[src/rtl/assert_macros.svh]
// ----------------------------------------------------------------------------
// Assertion macros
// Shared shorthand for clocked assertions on clk_i, disabled during reset.
// ----------------------------------------------------------------------------
`ifndef ASSERT_MACROS_SVH
`define ASSERT_MACROS_SVH

// Property that must hold at every clock edge outside reset.
`define AWN_ASSERT(NAME, PROP, MSG) \
  NAME: assert property (@(posedge clk_i) disable iff (!rst_ni) (PROP)) else $error(MSG);

// Condition that must never be true at a clock edge outside reset.
`define AWN_ASSERT_NEVER(NAME, COND, MSG) \
  NAME: assert property (@(posedge clk_i) disable iff (!rst_ni) !(COND)) else $error(MSG);

`endif

[src/rtl/awn_pkg.sv]
// ----------------------------------------------------------------------------
// awn_pkg
// Types, widths and register codes shared by the affine warp modules.
// ----------------------------------------------------------------------------
package awn_pkg;

  // Field widths of the transfers and registers.
  localparam int COORD_W    = 10;
  localparam int PIX_IO_W   = 8;
  localparam int COEF_W     = 16;
  localparam int OFFS_W     = 28;
  localparam int DIM_W      = 8;
  localparam int CFG_IDX_W  = 3;
  localparam int CFG_DATA_W = 28;

  // Fixed-point datapath: Q.12 products and sums.
  localparam int FRAC_W     = 12;
  localparam int PROD_W     = COEF_W + COORD_W + 1;
  localparam int SUM_W      = PROD_W + 2;
  localparam int MAG_W      = SUM_W - FRAC_W;
  localparam int ROUND_HALF = 2048;

  // Default sizes of the source store.
  localparam int DEF_SRC_MAX_WIDTH  = 128;
  localparam int DEF_SRC_MAX_HEIGHT = 128;
  localparam int DEF_PIXEL_BITS     = 8;

  // Register indexes of the configuration port.
  typedef enum logic [CFG_IDX_W-1:0] {
    REG_COEF_A   = 3'd0,
    REG_COEF_B   = 3'd1,
    REG_COEF_C   = 3'd2,
    REG_COEF_D   = 3'd3,
    REG_OFFSET_X = 3'd4,
    REG_OFFSET_Y = 3'd5,
    REG_SRC_W    = 3'd6,
    REG_SRC_H    = 3'd7
  } awn_reg_e;

  // Action codes of an input item.
  localparam logic ACT_LOAD    = 1'b0;
  localparam logic ACT_REQUEST = 1'b1;

  typedef struct packed {
    logic                 action;
    logic [COORD_W-1:0]   column;
    logic [COORD_W-1:0]   row_index;
    logic [PIX_IO_W-1:0]  pixel_in;
  } awn_in_t;

  typedef struct packed {
    logic [PIX_IO_W-1:0]  pixel_out;
    logic                 in_range;
  } awn_out_t;

  typedef struct packed {
    logic signed [COEF_W-1:0] coef_a;
    logic signed [COEF_W-1:0] coef_b;
    logic signed [COEF_W-1:0] coef_c;
    logic signed [COEF_W-1:0] coef_d;
    logic signed [OFFS_W-1:0] offset_x;
    logic signed [OFFS_W-1:0] offset_y;
    logic [DIM_W-1:0]         source_width;
    logic [DIM_W-1:0]         source_height;
  } awn_cfg_t;

  // Memory command from the coordinate pipeline to the store.
  typedef struct packed {
    logic req;   // slot holds an item
    logic wr;    // load (write) rather than request (read)
    logic hit;   // address inside the store / mapped point inside the source
  } awn_cmd_t;

  // Read response from the store.
  typedef struct packed {
    logic valid;
    logic hit;
  } awn_rsp_t;

endpackage

[src/rtl/awn_map.sv]
// ----------------------------------------------------------------------------
// awn_map
// Coordinate pipeline: products, sums, rounding and bounds check, ending in
// one memory command per item for the source store.
// ----------------------------------------------------------------------------
module awn_map #(
  parameter int SRC_MAX_WIDTH  = awn_pkg::DEF_SRC_MAX_WIDTH,
  parameter int SRC_MAX_HEIGHT = awn_pkg::DEF_SRC_MAX_HEIGHT,
  parameter int PIXEL_BITS     = awn_pkg::DEF_PIXEL_BITS,
  localparam int ADDR_W        = $clog2(SRC_MAX_WIDTH * SRC_MAX_HEIGHT)
) (
  input  logic                  clk_i,
  input  logic                  rst_ni,
  input  logic                  accept_i,
  input  awn_pkg::awn_in_t      item_i,
  input  awn_pkg::awn_cfg_t     cfg_i,
  output awn_pkg::awn_cmd_t     cmd_o,
  output logic [ADDR_W-1:0]     addr_o,
  output logic [PIXEL_BITS-1:0] wdata_o
);
  import awn_pkg::*;

  localparam int XW = $clog2(SRC_MAX_WIDTH);
  localparam int YW = $clog2(SRC_MAX_HEIGHT);
  localparam logic [COORD_W:0] MAXW_C = (COORD_W + 1)'(SRC_MAX_WIDTH);
  localparam logic [COORD_W:0] MAXH_C = (COORD_W + 1)'(SRC_MAX_HEIGHT);
  localparam logic [MAG_W-1:0] MAXW_M = MAG_W'(SRC_MAX_WIDTH);
  localparam logic [MAG_W-1:0] MAXH_M = MAG_W'(SRC_MAX_HEIGHT);

  // Valid bits of the stages.
  logic v1_q, v2_q, v3_q;

  // Item fields carried down the pipeline.
  logic                act1_q, act2_q, act3_q;
  logic [COORD_W-1:0]  col1_q, col2_q, col3_q;
  logic [COORD_W-1:0]  row1_q, row2_q, row3_q;
  logic [PIX_IO_W-1:0] pix1_q, pix2_q, pix3_q;

  // Products and sums.
  logic signed [PROD_W-1:0] pa_q, pb_q, pc_q, pd_q;
  logic signed [SUM_W-1:0]  u_q, v_q;

  // Rounding and bounds check of the last stage.
  logic [SUM_W-1:0]  abs_u, abs_v, rnd_u, rnd_v;
  logic [MAG_W-1:0]  mag_u, mag_v;
  logic              in_x, in_y, load_ok;
  logic [ADDR_W-1:0] raddr, laddr;

  awn_cmd_t            cmd_d, cmd_q;
  logic [ADDR_W-1:0]   addr_d, addr_q;
  logic [PIXEL_BITS-1:0] wdata_d, wdata_q;

  // Valid pipeline, one item per cycle.
  always_ff @(posedge clk_i or negedge rst_ni) begin
    if (!rst_ni) begin
      v1_q  <= 1'b0;
      v2_q  <= 1'b0;
      v3_q  <= 1'b0;
      cmd_q <= '0;
    end else begin
      v1_q  <= accept_i;
      v2_q  <= v1_q;
      v3_q  <= v2_q;
      cmd_q <= cmd_d;
    end
  end

  // Payload stages: capture, products, sums, memory command.
  always_ff @(posedge clk_i) begin
    act1_q  <= item_i.action;
    col1_q  <= item_i.column;
    row1_q  <= item_i.row_index;
    pix1_q  <= item_i.pixel_in;

    pa_q    <= PROD_W'(cfg_i.coef_a) * PROD_W'($signed({1'b0, col1_q}));
    pb_q    <= PROD_W'(cfg_i.coef_b) * PROD_W'($signed({1'b0, row1_q}));
    pc_q    <= PROD_W'(cfg_i.coef_c) * PROD_W'($signed({1'b0, col1_q}));
    pd_q    <= PROD_W'(cfg_i.coef_d) * PROD_W'($signed({1'b0, row1_q}));
    act2_q  <= act1_q;
    col2_q  <= col1_q;
    row2_q  <= row1_q;
    pix2_q  <= pix1_q;

    u_q     <= SUM_W'(pa_q) + SUM_W'(pb_q) + SUM_W'(cfg_i.offset_x);
    v_q     <= SUM_W'(pc_q) + SUM_W'(pd_q) + SUM_W'(cfg_i.offset_y);
    act3_q  <= act2_q;
    col3_q  <= col2_q;
    row3_q  <= row2_q;
    pix3_q  <= pix2_q;

    addr_q  <= addr_d;
    wdata_q <= wdata_d;
  end

  // Round half away from zero on the magnitude, then check the bounds.
  // A negative sum lands inside only when it rounds to zero.
  always_comb begin
    abs_u = u_q[SUM_W-1] ? SUM_W'(-u_q) : SUM_W'(u_q);
    abs_v = v_q[SUM_W-1] ? SUM_W'(-v_q) : SUM_W'(v_q);
    rnd_u = abs_u + SUM_W'(ROUND_HALF);
    rnd_v = abs_v + SUM_W'(ROUND_HALF);
    mag_u = rnd_u[SUM_W-1:FRAC_W];
    mag_v = rnd_v[SUM_W-1:FRAC_W];

    if (u_q[SUM_W-1]) begin
      in_x = (mag_u == '0) && (cfg_i.source_width != '0);
    end else begin
      in_x = (mag_u < MAG_W'(cfg_i.source_width)) && (mag_u < MAXW_M);
    end
    if (v_q[SUM_W-1]) begin
      in_y = (mag_v == '0) && (cfg_i.source_height != '0);
    end else begin
      in_y = (mag_v < MAG_W'(cfg_i.source_height)) && (mag_v < MAXH_M);
    end

    raddr = ADDR_W'(ADDR_W'(mag_v[YW-1:0]) * ADDR_W'(SRC_MAX_WIDTH))
          + ADDR_W'(mag_u[XW-1:0]);
  end

  // Load address; loads outside the store are dropped.
  always_comb begin
    load_ok = ({1'b0, col3_q} < MAXW_C) && ({1'b0, row3_q} < MAXH_C);
    laddr   = ADDR_W'(ADDR_W'(row3_q[YW-1:0]) * ADDR_W'(SRC_MAX_WIDTH))
            + ADDR_W'(col3_q[XW-1:0]);
  end

  // Memory command in item order, so loads and requests never pass each other.
  always_comb begin
    cmd_d.req = v3_q;
    cmd_d.wr  = (act3_q == ACT_LOAD);
    cmd_d.hit = (act3_q == ACT_REQUEST) ? (in_x && in_y) : load_ok;
    addr_d    = (act3_q == ACT_REQUEST) ? raddr : laddr;
    wdata_d   = PIXEL_BITS'(pix3_q);
  end

  assign cmd_o   = cmd_q;
  assign addr_o  = addr_q;
  assign wdata_o = wdata_q;

endmodule

[config.mk]
export PLATFORM = sky130hd
export DESIGN_NAME = awn_map
export DESIGN_NICKNAME = d
export VERILOG_FILES = /design/src/rtl/assert_macros.svh /design/src/rtl/awn_pkg.sv /design/src/rtl/awn_map.sv
export SDC_FILE = /design/constraint.sdc
export NUM_CORES = 2
export LEC_CHECK = 0
export ABC_CLOCK_PERIOD_IN_PS = 5300
export BUFFER_PORTS_ARGS = -buffer_cell sky130_fd_sc_hd__buf_2
export CORE_MARGIN = 3
export CORE_UTILIZATION = 58
export CTS_CLUSTER_DIAMETER = 200
export DETAILED_ROUTE_END_ITERATION = 8
export HOLD_SLACK_MARGIN = 0.03
export PLACE_DENSITY_LB_ADDON = 0.12
export REMOVE_ABC_BUFFERS = 1
export SETUP_SLACK_MARGIN = 0.4
export SYNTH_ARGS = -nofsm -noshare
export SYNTH_HDL_FRONTEND = slang
export SYNTH_SLANG_ARGS = --single-unit
[constraint.sdc]
create_clock -name clk_i -period 5.3 [get_ports clk_i]
set_input_delay 1.06 -clock clk_i [delete_from_list [all_inputs] [get_ports clk_i]]
set_output_delay 1.06 -clock clk_i [all_outputs]
set_load 0.02 [all_outputs]
# Word level (Yosys, flattened, before mapping)
# Index checks and enable logic that the tools add are counted.
dict set report classes {
  n_addsub 10
  n_mul 4
  n_div 0
  magnitude_cmp 6
  n_eq_ne 0
  shift 0
  mux 6
  bitwise_logic 1
  n_reduce_logical 10
}
# operator n
set ops {}
lappend ops {{16-bit by 11-bit multiplier with 27-bit output} 4}
lappend ops {{28-bit by 28-bit adder with 29-bit output} 2}
lappend ops {{29-bit by 12-bit adder with 29-bit output (second input constant)} 2}
lappend ops {{29-bit 2-to-1 mux} 2}
lappend ops {{29-bit negator} 2}
lappend ops {{27-bit by 27-bit adder with 28-bit output} 2}
lappend ops {{17-bit logical NOT} 2}
lappend ops {{17-bit by 8-bit < comparator with 1-bit output} 2}
lappend ops {{17-bit by 8-bit < comparator with 1-bit output (second input constant)} 2}
lappend ops {{14-bit by 7-bit adder with 14-bit output} 2}
lappend ops {{10-bit by 8-bit < comparator with 1-bit output (second input constant)} 2}
lappend ops {{8-bit nonzero test} 2}
lappend ops {{14-bit 2-to-1 mux} 1}
lappend ops {{1-bit logical AND} 6}
lappend ops {{1-bit 2-to-1 mux} 3}
lappend ops {{1-bit inverter} 1}
dict set report totals {
  register_bits 281
  latchBits 0
  mem_bits_rw 0
  rom_bits 0
  in_bits 168
  output_inout_bits 25
  word_cells 63
  memories 0
}

# Longest topological paths before layout
dict set report depth {
  ltp_word 8
  depth_mapped 23
  ltp_nobuf 22
}

# Least setup slack after synthesis
# No wires, ideal clock.
dict set report synth_timing {
  kind {input to register}
  start {input cfg_i[79] (netlist name)}
  end {register pd_q[25]}
  setup_time_ns 0.072
  arrival_time_ns 6.422
  required_ns 5.228
  path_slack_ns -1.194
  stages 21
  n_path_buf 1
  cell_sequence {clkbuf_1 -> nand2_1 -> fa_1 -> fa_1 -> fa_1 -> inv_1 -> fa_1 -> inv_1 -> fa_1 -> inv_1 -> ha_1 -> a211oi_1 -> inv_1 -> o21bai_1 -> a21oi_1 -> o41ai_1 -> o21ai_1 -> o41a_1 -> a211o_1 -> a21oi_1 -> xnor2_1}
}
dict set report synth_between {
  elab_chain_len 1
}
# element line
set synth_rtl {}
lappend synth_rtl {{start, declared} awn_map.sv:16} ;# input awn_pkg::awn_cfg_t cfg_i,
lappend synth_rtl {{16-bit by 11-bit multiplier with 27-bit output} awn_map.sv:78} ;# pd_q <= PROD_W'(cfg_i.coef_d) * PROD_W'($signed({1'b0, row1_q}));
lappend synth_rtl {{end signal, assigned} awn_map.sv:78}
lappend synth_rtl {{end, declared} awn_map.sv:40} ;# logic signed [PROD_W-1:0] pa_q, pb_q, pc_q, pd_q;
# No other way between the ends.

# Final worst setup path
dict set report layout_timing {
  start {input cfg_i[75] (netlist name)}
  end {register pd_q[26]}
}
# Same word-level chain as after synthesis.

==> flow_metrics.env <==
export IMPL_grt_pass1_vias=28700
export IMPL_worst_pin_slew_ns=0.866
export IMPL_path_max_fanout=5
export IMPL_cts_hold_buf=0
export IMPL_h_tree_depth=2
export IMPL_hold_viol=0
export IMPL_routed_via_density=5.30
export IMPL_io_buffers=192
export IMPL_worstSetupPathType="input port to flop"
export IMPL_clk_latency_ns=0.57
export IMPL_worst_path_buf_inv=9
export IMPL_postLayoutCellArea_mm2=0.0452
export IMPL_critPathMaxStageDelay_ns=0.54
export IMPL_setup_violations=19
export IMPL_cap_violations=0
export IMPL_ios=193
export IMPL_antenna_found_initial=10
export IMPL_layout_setup_ws_ns=-0.249
export IMPL_required_ns=5.74
export IMPL_vias=28100
export IMPL_final_nets=5614
export IMPL_yosys_register_bits=281
export IMPL_reg2reg_from="col1_q[5]"
export IMPL_core_area_mm2=0.0608
export IMPL_grt_max_degree=34
export IMPL_die_height_um=255
export IMPL_cp_arrival_ns=5.98
export IMPL_clk_pin_slew_ns=0.06
export IMPL_critPathLaunch="cfg_i[75]"
export IMPL_gp_congestion=0.898
export IMPL_max_freq_mhz=180
export IMPL_crit_chain="buf_8, buf_6, and2_4, fa_1, inv_2, fa_1, inv_2, fa_1, fa_1, inv_1, fa_1, inv_2, ha_4, o21ai_4, buf_6, buf_6, a221o_1, a221oi_2, buf_4, nand2b_4, a31oi_4, nand2_2, a31oi_4, xnor2_1"
export IMPL_start_kind="input port"
export IMPL_drive_above_1_share_pct=25.3
export IMPL_avgRoutedWirePerCell_um=17.4
export IMPL_grt_overflow_total=0
export IMPL_multiInputGateArea_mm2=0.0283
export IMPL_synthCells=3882
export IMPL_synth_area_mm2=0.0359
export IMPL_violations="design-rule violations, negative setup slack"
export IMPL_synth_edf_count=0
export IMPL_yosysWarnings=0
export IMPL_drt_pre_antenna_iters=7
export IMPL_mostFrequentLayoutCells="775 x inv_1, 600 x fa_1, 433 x buf_4"
export IMPL_postPlaceCellArea_mm2=0.0407
export IMPL_cpMostUsedCell="fa_1"
export IMPL_cts_sinks=281
export IMPL_hpwl_mm=72.1
export IMPL_outcome="complete, but fails checks"
export IMPL_worst_hold_slack_ns=0.320
export IMPL_drv_slew=0
export IMPL_placed_cells=5136
export IMPL_yosysUniqueCellTypes=83
export IMPL_final_min_clock_period_ns=5.55
export IMPL_die_area_mm2=0.0649
export IMPL_fillCellCount=4328
export IMPL_cts_buffers=37
export IMPL_worst_setup_path_end_kind="flop"
export IMPL_wl_mm=92.3
export IMPL_ys_async_sr_fraction_pct=2.14
export IMPL_hold_path_class="input port to async pin"
export IMPL_die_w_um=255
export IMPL_drcViolationCount=2
export IMPL_initial_core_util_pct=59.0
export IMPL_layout_commonest_cell="inv_1"
export IMPL_yosysSeqAreaShare_pct=15.8
export IMPL_avgSynthCellArea_um2=9.25
export IMPL_critPathTopFamily="adder cells"
export IMPL_dr_first_iter_drc_count=1765
export IMPL_ys_flop_type="dfxtp_1"
export IMPL_num_rows=90
export IMPL_period_share_pct=105
export IMPL_slew_headroom_pct=42.2
export IMPL_clock_path_buffers=3
export IMPL_clock_skew_ns=0.0328
export IMPL_cts_tree="done"
export IMPL_ant_nets=0
export IMPL_grt_usage_pct=28.3
export IMPL_area_growth_pct=25.8
export IMPL_root_buffer="clkbuf_16"
export IMPL_crit_slowest_cell="fa_1"
export IMPL_stdcell_count=5310
export IMPL_grt_pass1_wl_mm=145
export IMPL_ff_latch_area_mm2=0.00568
export IMPL_final_core_util_pct=74.3
export IMPL_grt_setup_unrepaired="true"
-- layout make-up --
class / instances / share of cell area [%]
inverter: 820 / 6.82
antenna: 7 / 0.0388
multi-input combinational: 2634 / 62.7
timing repair buffer: 720 / 13.1
tap: 782 / 2.17
clock buffer: 48 / 2.23
sequential: 281 / 12.6
clock inverter: 18 / 0.346
-- per-layer routing --
layer	routed length, um	global-route usage [%]	vias to the layer above
li1	-	-	13200
met1	38400	38.4	13900
met2	44100	46.1	852
met3	6010	5.05	178
met4	3730	10.1	0
met5	0	0	-
-- final timing paths --
check                      depth (start not counted)         to  slack (ns)
hold / removal                                     1       v1_q        0.32
max in group asynchronous                          1   cmd_o[0]        4.83
hold reg to reg                                    0  row3_q[5]        0.32
setup / recovery                                  24   pd_q[26]       -0.25
min in group clk_i                                 0  row3_q[5]        0.32
setup reg to reg                                  25   pc_q[24]       -0.14
-- through the flow --
stage          TNS [ns]  setup WS (ns)
2_1_floorplan    -10.75         -0.944
3_3_place_gp     -33.27          -1.16
3_5_place_dp     -36.34          -1.28
4_1_cts           -2.23         -0.379
5_1_grt           -6.98         -0.443
6_report          -2.02         -0.249
-- state kept, by name, summed over array words and instances, names as in the netlist, 14 cells and up --
| signal | count |
|---|---|
| pb_q | 27 |
| addr_o | 14 |
| u_q | 29 |
| pa_q | 27 |
| v_q | 29 |
| pd_q | 27 |
| pc_q | 27 |
-- Yosys cell counts, types with 5 or more instances --
library cell,instances,area [um^2]
nand4b_1,6,52.6
ha_1,314,3930
mux2_2,13,146
nand2b_1,21,131
dfxtp_1,275,5510
o31ai_1,8,60.1
o211ai_1,5,37.5
nor2_1,110,413
dfrtp_1,6,150
a21oi_1,116,581
and2_1,295,1850
nor2b_1,23,144
buf_1,5,18.8
and3_1,16,100
or2_2,10,62.6
mux2i_1,7,70.1
nand2_1,431,1620
a31o_2,5,43.8
nor3_1,50,250
or3_1,17,106
and4_1,6,52.6
o21a_1,21,158
inv_1,819,3070
a31oi_1,17,106
nand4_1,18,113
nand3_1,40,200
clkbuf_1,133,499
o21bai_1,16,120
o21ai_0,63,315
fa_1,638,12800
xnor2_1,150,1310
a211oi_1,19,143
a41oi_1,10,87.6
nor4_1,17,106
a21o_1,39,293
buf_2,8,40.0
xor2_1,45,394
o31a_1,7,61.3
-- cell families (layout without fill, tap and decap cells) --
logic type	after synthesis	after routing	synth area share, %
AO/OA/AOI/OAI	384	384	7.08
multiplexers	20	20	0.603
buffers and inverters	967	1606	10.1
adder cells (fa/ha/maj)	952	952	46.5
other	0	7	0
flip-flops	281	281	15.8
AND/OR/NAND/NOR	1083	1083	15.2
XOR/XNOR	195	195	4.76
-- what timing repair did --
action | in CTS | in global routing
endpoints found under the hold margin | 0 | 0
pin swaps | 199 | 173
buffers inserted | 53 | 41
resized for setup | 372 | 215
cloned | 4 | 3
endpoints found under the setup margin | 54 | 56
Power is not shown: default switching activity piles up to over one toggle a cycle in this logic, so the estimate is an artifact.
